## src/rtl/core/wpms_pkg.sv

```systemverilog
// shared types and constants of the windowed peak match select block
package wpms_pkg;

    localparam int CoordWidth = 32;
    localparam int MassWidth  = 12;
    localparam int InstWidth  = 32;
    localparam int TargWidth  = 16;
    localparam int CfgIdxWidth  = 3;
    localparam int CfgDataWidth = 32;

    typedef enum logic [1:0] {
        MODE_ALL     = 2'd0,
        MODE_CLOSEST = 2'd1,
        MODE_INTENSE = 2'd2
    } mode_t;

    typedef enum logic [CfgIdxWidth-1:0] {
        REG_TARGET_MASS  = 3'd0,
        REG_WINDOW_LOW   = 3'd1,
        REG_WINDOW_HIGH  = 3'd2,
        REG_EXPECTED_POS = 3'd3,
        REG_USE_TIME     = 3'd4,
        REG_SEARCH_MODE  = 3'd5,
        REG_TARGET_ID    = 3'd6
    } reg_idx_t;

    typedef struct packed {
        logic [CoordWidth-1:0] scan_index_pos;
        logic [CoordWidth-1:0] scan_time;
        logic [MassWidth-1:0]  peak_mass;
        logic [InstWidth-1:0]  peak_intensity;
        logic                  last_peak;
    } peak_t;

    typedef struct packed {
        logic                  found;
        logic [CoordWidth-1:0] found_index_pos;
        logic [CoordWidth-1:0] found_time;
        logic [InstWidth-1:0]  found_intensity;
        logic [TargWidth-1:0]  found_target;
        logic                  end_of_search;
    } result_t;

    typedef struct packed {
        logic [MassWidth-1:0]  target_mass;
        logic [CoordWidth-1:0] window_low;
        logic [CoordWidth-1:0] window_high;
        logic [CoordWidth-1:0] expected_position;
        logic                  use_time;
        logic [1:0]            search_mode;
        logic [TargWidth-1:0]  target_id;
    } cfg_t;

    typedef struct packed {
        logic                  match;
        logic [CoordWidth-1:0] distance;
    } match_info_t;

endpackage

```

## src/rtl/core/windowed_peak_match_select.sv

```systemverilog
// top level of the windowed peak match select block
// Peaks enter one beat per cycle into an input register; the match test,
// the distance to the expected position and the best-match compare run
// combinationally from that register into the result register, so the sustained
// rate is one peak per clock; a result beat is registered as its peak leaves the
// input register. In mode all every match gives a result beat at once; in the
// closest and most intense modes one result beat comes with the last peak,
// and the last peak always gives a result even when nothing matched. The
// limit on rate is only the output side: while the result register holds a
// beat that is stalled, a peak that causes a result waits in the input
// register, while peaks that cause none keep flowing. Configuration writes
// are always ready and take effect the next cycle; write them only while
// no peak is in flight. Indexes beyond the register list are ignored.
module windowed_peak_match_select
    import wpms_pkg::*;
(
    input  logic                    clk,
    input  logic                    rst_n,

    // peak input channel
    input  logic                    in_valid,
    output logic                    in_stall,
    input  peak_t                   in_data,

    // result output channel
    output logic                    out_valid,
    input  logic                    out_stall,
    output result_t                 out_data,

    // configuration write channel
    input  logic                    cfg_valid,
    output logic                    cfg_ready,
    input  logic [CfgIdxWidth-1:0]  cfg_index,
    input  logic [CfgDataWidth-1:0] cfg_data
);

    cfg_t        cfg;
    match_info_t info;

    // input register stage
    logic  s1_valid_reg;
    logic  s1_valid_next;
    peak_t s1_data_reg;

    // result register stage
    logic    out_valid_reg;
    logic    out_valid_next;
    result_t out_data_reg;

    logic    s1_has_result;
    result_t s1_result;
    logic    out_free;
    logic    s1_go;

    assign cfg_ready = 1'b1;

    wpms_cfg u_cfg
    (
        .clk      (clk),
        .rst_n    (rst_n),
        .wr_en    (cfg_valid),
        .wr_index (cfg_index),
        .wr_data  (cfg_data),
        .cfg      (cfg)
    );

    wpms_match u_match
    (
        .peak (s1_data_reg),
        .cfg  (cfg),
        .info (info)
    );

    wpms_select u_select
    (
        .clk        (clk),
        .rst_n      (rst_n),
        .advance    (s1_go),
        .peak       (s1_data_reg),
        .info       (info),
        .cfg        (cfg),
        .has_result (s1_has_result),
        .result     (s1_result)
    );

    // result register empties or is taken this cycle
    assign out_free = !out_valid_reg || !out_stall;

    // a peak leaves the input register when it has no result or room waits
    assign s1_go    = s1_valid_reg && (!s1_has_result || out_free);
    assign in_stall = s1_valid_reg && !s1_go;

    always_comb
    begin
        s1_valid_next  = s1_valid_reg;
        if (!in_stall)
            s1_valid_next = in_valid;
        out_valid_next = out_valid_reg;
        if (out_free)
            out_valid_next = s1_go && s1_has_result;
    end

    always_ff @(posedge clk or negedge rst_n)
    begin
        if (!rst_n)
        begin
            s1_valid_reg  <= 1'b0;
            out_valid_reg <= 1'b0;
        end
        else
        begin
            s1_valid_reg  <= s1_valid_next;
            out_valid_reg <= out_valid_next;
        end
    end

    // payload registers, no reset
    always_ff @(posedge clk)
    begin
        if (in_valid && !in_stall)
            s1_data_reg <= in_data;
        if (s1_go && s1_has_result)
            out_data_reg <= s1_result;
    end

    assign out_valid = out_valid_reg;
    assign out_data  = out_data_reg;

endmodule

```

## src/rtl/core/wpms_cfg.sv

```systemverilog
// configuration register file
module wpms_cfg
    import wpms_pkg::*;
(
    input  logic                    clk,
    input  logic                    rst_n,
    input  logic                    wr_en,
    input  logic [CfgIdxWidth-1:0]  wr_index,
    input  logic [CfgDataWidth-1:0] wr_data,
    output cfg_t                    cfg
);

    cfg_t cfg_reg;
    cfg_t cfg_next;

    always_comb
    begin
        cfg_next = cfg_reg;
        if (wr_en)
        begin
            unique case (wr_index)
                REG_TARGET_MASS:  cfg_next.target_mass       = wr_data[MassWidth-1:0];
                REG_WINDOW_LOW:   cfg_next.window_low        = wr_data[CoordWidth-1:0];
                REG_WINDOW_HIGH:  cfg_next.window_high       = wr_data[CoordWidth-1:0];
                REG_EXPECTED_POS: cfg_next.expected_position = wr_data[CoordWidth-1:0];
                REG_USE_TIME:     cfg_next.use_time          = wr_data[0];
                REG_SEARCH_MODE:  cfg_next.search_mode       = wr_data[1:0];
                REG_TARGET_ID:    cfg_next.target_id         = wr_data[TargWidth-1:0];
                default:          cfg_next = cfg_reg;
            endcase
        end
    end

    always_ff @(posedge clk or negedge rst_n)
    begin
        if (!rst_n)
        begin
            cfg_reg <= '0;
        end
        else
        begin
            cfg_reg <= cfg_next;
        end
    end

    assign cfg = cfg_reg;

endmodule

```

## src/rtl/core/wpms_match.sv

```systemverilog
// mass and window match test and distance to the expected position
module wpms_match
    import wpms_pkg::*;
(
    input  peak_t       peak,
    input  cfg_t        cfg,
    output match_info_t info
);

    logic [CoordWidth-1:0] coord;
    logic [CoordWidth-1:0] diff_up;
    logic [CoordWidth-1:0] diff_down;

    always_comb
    begin
        coord     = cfg.use_time ? peak.scan_time : peak.scan_index_pos;
        diff_up   = cfg.expected_position - coord;
        diff_down = coord - cfg.expected_position;
        info.match = (peak.peak_mass == cfg.target_mass)
                  && (cfg.window_low < coord)
                  && (coord < cfg.window_high);
        info.distance = (cfg.expected_position >= coord) ? diff_up : diff_down;
    end

endmodule

```

## src/rtl/core/wpms_select.sv

```systemverilog
// kept best match and result forming
module wpms_select
    import wpms_pkg::*;
(
    input  logic        clk,
    input  logic        rst_n,
    input  logic        advance,
    input  peak_t       peak,
    input  match_info_t info,
    input  cfg_t        cfg,
    output logic        has_result,
    output result_t     result
);

    logic                  have_best_reg,  have_best_next;
    logic [CoordWidth-1:0] best_index_reg, best_index_next;
    logic [CoordWidth-1:0] best_time_reg,  best_time_next;
    logic [InstWidth-1:0]  best_inten_reg, best_inten_next;
    logic [CoordWidth-1:0] best_dist_reg,  best_dist_next;

    logic best_mode;
    logic better;
    logic take;
    logic cand_have;

    always_comb
    begin
        best_mode = (cfg.search_mode == MODE_CLOSEST) || (cfg.search_mode == MODE_INTENSE);
        if (!have_best_reg)
            better = 1'b1;
        else if (cfg.search_mode == MODE_CLOSEST)
            better = info.distance < best_dist_reg;
        else
            better = peak.peak_intensity > best_inten_reg;
        take      = best_mode && info.match && better;
        cand_have = have_best_reg || take;

        result.found_target  = cfg.target_id;
        if (best_mode)
        begin
            has_result             = peak.last_peak;
            result.found           = cand_have;
            result.end_of_search   = 1'b1;
            result.found_index_pos = !cand_have ? '0
                                   : (take ? peak.scan_index_pos : best_index_reg);
            result.found_time      = !cand_have ? '0
                                   : (take ? peak.scan_time : best_time_reg);
            result.found_intensity = !cand_have ? '0
                                   : (take ? peak.peak_intensity : best_inten_reg);
        end
        else
        begin
            has_result             = info.match || peak.last_peak;
            result.found           = info.match;
            result.end_of_search   = peak.last_peak;
            result.found_index_pos = info.match ? peak.scan_index_pos : '0;
            result.found_time      = info.match ? peak.scan_time : '0;
            result.found_intensity = info.match ? peak.peak_intensity : '0;
        end

        have_best_next  = have_best_reg;
        best_index_next = best_index_reg;
        best_time_next  = best_time_reg;
        best_inten_next = best_inten_reg;
        best_dist_next  = best_dist_reg;
        if (advance)
        begin
            priority if (peak.last_peak)
            begin
                have_best_next  = 1'b0;
                best_index_next = '0;
                best_time_next  = '0;
                best_inten_next = '0;
                best_dist_next  = '0;
            end
            else if (take)
            begin
                have_best_next  = 1'b1;
                best_index_next = peak.scan_index_pos;
                best_time_next  = peak.scan_time;
                best_inten_next = peak.peak_intensity;
                best_dist_next  = info.distance;
            end
        end
    end

    always_ff @(posedge clk or negedge rst_n)
    begin
        if (!rst_n)
        begin
            have_best_reg  <= 1'b0;
            best_index_reg <= '0;
            best_time_reg  <= '0;
            best_inten_reg <= '0;
            best_dist_reg  <= '0;
        end
        else
        begin
            have_best_reg  <= have_best_next;
            best_index_reg <= best_index_next;
            best_time_reg  <= best_time_next;
            best_inten_reg <= best_inten_next;
            best_dist_reg  <= best_dist_next;
        end
    end

endmodule

```

## config.mk

```make
export PLATFORM = sky130hd
export DESIGN_NAME = windowed_peak_match_select
export DESIGN_NICKNAME = d
export VERILOG_FILES = /design/src/rtl/core/wpms_pkg.sv /design/src/rtl/core/windowed_peak_match_select.sv /design/src/rtl/core/wpms_cfg.sv /design/src/rtl/core/wpms_match.sv /design/src/rtl/core/wpms_select.sv
export SDC_FILE = /design/constraint.sdc
export NUM_CORES = 1
export LEC_CHECK = 0
export ABC_AREA = 1
export BUFFER_PORTS_ARGS = -buffer_cell sky130_fd_sc_hd__buf_2
export CAP_MARGIN = 20
export CELL_PAD_IN_SITES_DETAIL_PLACEMENT = 0
export CELL_PAD_IN_SITES_GLOBAL_PLACEMENT = 1
export CORE_AREA = 2 2 251 253
export CTS_BUF_LIST = sky130_fd_sc_hd__clkbuf_8
export CTS_CLUSTER_DIAMETER = 60
export DETAILED_ROUTE_END_ITERATION = 10
export DIE_AREA = 0 0 253 255
export PLACE_DENSITY_LB_ADDON = 0.1
export SYNTH_ARGS = -nofsm -noshare
export SYNTH_HDL_FRONTEND = slang
export SYNTH_HIERARCHICAL = 1
export SYNTH_SLANG_ARGS = --single-unit
```

## constraint.sdc

```tcl
create_clock -name clk -period 9.94 [get_ports clk]
set_input_delay 0.994 -clock clk [delete_from_list [all_inputs] [get_ports clk]]
set_output_delay 0.994 -clock clk [all_outputs]
set_load 0.005 [all_outputs]
```

==> flow_metrics.py <==
metrics = {
    "status": {
        "run_status": "finished, final reports clean",
    },
    "global_routing": {
        "global_route_wire_length_before_repair_mm": 139.0,
        "grtUsageTotal_pct": 28.67,
        "grt_remaining_overflow": 0,
        "grt_antenna_before_repair": 22,
        "grt_max_degree": 115,
        "vias_in_the_first_global_route": 23280,
    },
    "timing": {
        "setup_viol": 0,
        "final-hold-violation-count": 0,
        "layout_setup_ws_ns": 2.839,
        "maxSlewHeadroom_pct": 25.65,
        "fin_crit_ns": 7.101,
        "maxClockFrequency_mhz": 140.8,
        "worst_margin_slew_ns": 1.104,
        "setup_tns_ns": 0,
        "final.period_utilization_pct": 71.43,
        "drv_slew": 0,
        "rsz_0062_raised_after_global_routing": "false",
        "worst_clock_skew_ns": 0.04583,
    },
    "clock_tree": {
        "cts-hold-fix-buffers": 0,
        "clk_path_buf_depth": 3,
        "tritoncts": "done",
        "postCtsSetupBuffers": 0,
        "cts-htree-levels": 3,
        "tritoncts_num_sinks": 481,
        "cts_repair_resize_count": 0,
        "clk_transition_reported_paths_ns": 0.06,
        "cts_root_buffer": "clkbuf_8",
        "clk_latency_ns": 0.71,
        "cts_buffers": 86,
    },
    "finish": {
        "layout.cells.most_common_list": "1432 x nand2_1, 429 x inv_1, 343 x nand3_1",
        "mostFrequentLayoutCell": "nand2_1",
        "ff_latch_area_mm2": 0.01315,
        "final_net_count": 4107,
        "proportion_of_layout_cells_with_a_drive_suffix_above_1_pct": 12.67,
        "syn_to_final_growth_pct": 12.79,
        "multi_input_logic_area_mm2": 0.01276,
        "layout.core_utilization_pct": 51.10,
        "largest_register_ff_count": 127,
        "filler_cell_count": 5999,
    },
    "power": {
        "power-per-cell-area_mw_per_mm2": 197.1,
        "power.total_mw": 6.260,
        "total_leakage_power_nw": 16.65,
        "max-vdd-ir-drop_mv": 0.1110,
    },
    "critical_path": {
        "worstSetupEndpointType": "flip-flop",
        "cp_max_fo": 74,
        "critical_path.reg2reg.startpoint": "u_cfg/cfg[18]$_DFFE_PN0P_",
        "worstSetupPathType": "reg -> reg",
        "worst_setup_path_start_kind": "flip-flop",
        "rr_endpoint": "out_data[40]$_DFFE_PP_",
        "cp.required_ns": 10.36,
        "r2r.worst_path.cells": 26,
        "reg2reg_setup_slack_ns": 2.84,
        "crit_arrival_ns": 7.52,
    },
    "worst_hold_path": {
        "min_path_type": "in -> async",
    },
    "routing": {
        "post_drt_via_cell_ratio": 5.189,
        "drc": 0,
        "wire_per_inst_um": 19.96,
        "dr.max_layer_used": "met5",
        "ant_nets": 0,
        "dr.pass1.iters": 6,
        "wl_met1_mm": 41.55,
        "route.met3.wl_mm": 6.023,
        "routed_wl_mm": 92.67,
        "drtIter0Drc": 1912,
        "met2_length_mm": 41.95,
        "via_count": 24090,
    },
    "logic_synthesis": {
        "synth_area_per_cell_um2": 7.953,
        "synth_top_flop_cell": "dfrtp_1",
        "synth_enable_flop_cells": 223,
        "number_of_warning_messages_in_the_yosys_log": 6,
        "asyncSetResetFlopFracSynth_pct": 53.64,
        "postSynthCellCount": 3541,
        "netlist-cell-type-count": 43,
        "mappedNetlistArea_mm2": 0.02816,
        "yosysSeqAreaShare_pct": 46.71,
        "ys_seq_elements": 481,
        "synthesis.nets": 3882,
    },
    "die": {
        "floorplan.initialDensity_pct": 45.30,
        "floorplan.die_area_mm2": 0.06452,
        "core.rowCount": 92,
        "die_w_um": 253,
        "die_y_um": 255,
        "io_pins": 266,
        "floorplan.core_area_mm2": 0.06216,
    },
    "placed_design": {
        "dp_worst_setup_slack_ns": 2.803,
        "post-dp-hpwl_mm": 67.66,
        "routabilityCongestion": 0.9174,
        "placement.io_buffers": 264,
    },
    "flow_run": {
        "timing.max_cap.violations": 0,
    },
}
[synth_stat cells, types with 2 or more instances]
cell	instances	area, µm²
a211oi_1	3	22.52
a21o_1	3	22.52
a21oi_1	115	575.6
a21oi_2	6	52.55
and2_1	3	18.77
buf_1	11	41.29
buf_2	48	240.2
buf_4	36	270.3
buf_6	2	22.52
clkbuf_1	51	191.4
clkbuf_2	3	15.01
clkinv_1	2	7.510
dfrtp_1	258	6456
edfxtp_1	223	6696
fa_1	2	40.04
ha_1	190	2377
inv_1	395	1483
inv_2	6	22.52
nand2_1	1432	5375
nand2_2	10	62.56
nand3_1	343	1717
nand3_2	4	40.04
nand3b_1	95	713.2
nand4_1	17	106.4
nor2_1	93	349.1
nor2_2	7	43.79
nor2_4	6	67.56
nor3_1	8	40.04
o211ai_1	2	15.01
o21a_1	6	45.04
o21ai_0	69	345.3
o21ai_1	5	25.02
o21bai_1	11	82.58
or2_2	35	219.0
xnor2_1	6	52.55
xor2_1	28	245.2
[cells by family (layout without fill, tap and decap cells)]
kind of cell    Yosys count  count (layout)  synth area share (%)
simple gates           2055            2055                 31.15
other cells               1               8               0.01332
xor+xnor                 34              34                 1.057
flops                   481             481                 46.71
compound gates          224             224                 4.350
buf+inv                 554             850                 8.144
fa+ha+maj               192             192                 8.584
[worst max path at each step]
stage / slack, ns / depth (start not counted) / end / startpoint
global placement: 2.96 / 26 / out_data[25]$_DFFE_PP_ / u_cfg/cfg[18]$_DFFE_PN0P_
CTS: 2.82 / 26 / out_data[40]$_DFFE_PP_ / u_cfg/cfg[18]$_DFFE_PN0P_
floorplan: 1.31 / 18 / out_data[0]$_DFFE_PP_ / u_cfg/cfg[18]$_DFFE_PN0P_
global route: 2.36 / 26 / out_data[40]$_DFFE_PP_ / u_cfg/cfg[18]$_DFFE_PN0P_
detailed placement: 2.80 / 26 / out_data[40]$_DFFE_PP_ / u_cfg/cfg[18]$_DFFE_PN0P_
finish: 2.84 / 26 / out_data[40]$_DFFE_PP_ / u_cfg/cfg[18]$_DFFE_PN0P_
[layout make-up]
cell class                 instances  area share [%]
clock buffer                      99           4.290
sequential                       481           41.41
clock inverter                    60           1.221
tap                              799           3.147
antenna                            7         0.05515
multi-input combinational       2506           40.18
timing repair buffer             288           4.924
inverter                         403           4.770
[layer usage]
layer,global-route usage (%),up-vias
met1,39.51,11380
met3,5.705,181
li1,-,11770
met2,44.70,746
met4,10.92,20
met5,0,-
[power by group]
group / internal, mW / switching, mW / leakage (nW)
Sequential: 2.25 / 0.136 / 5.58
Clock: 1.00 / 0.876 / 1.02
Combinational: 0.656 / 1.34 / 10.0
Total: 3.90 / 2.36 / 16.7
[critical path, stage by stage, from the launching register on]
cell and delay, ns:
dfrtp_1 0.37, inv_1 0.77, or2_2 0.27, o21ai_0 0.40, inv_1 0.26, ha_1 0.41
a21oi_2 0.20, o21ai_1 0.10, a21oi_2 0.23, inv_2 0.05, nand2_2 0.07, nand3_2 0.55
nand2_1 0.24, nand2_1 0.11, ha_1 0.31, nand2_1 0.07, nor2_1 0.13, nor3b_2 0.20
and3_1 0.17, nand2_1 0.06, nand3_1 0.13, nand3_4 0.17, nand2_4 0.69, buf_4 0.46
nand2_1 0.13, nand3_1 0.10, nand2_1 0.07
[through the flow]
stage / instance area (µm²) / hold slack [ns] / std cells
after CTS: 31720 / 0.3699 / 4635
final: 31760 / 0.3902 / 4643
after floorplan: 28160 / 0.4419 / 3541
after global placement: 29940 / 0.4322 / 4475
after global routing: 31750 / 0.4226 / 4639
after detailed placement: 29970 / 0.4340 / 4476
Note: power is estimated with default switching activity, not from simulation.
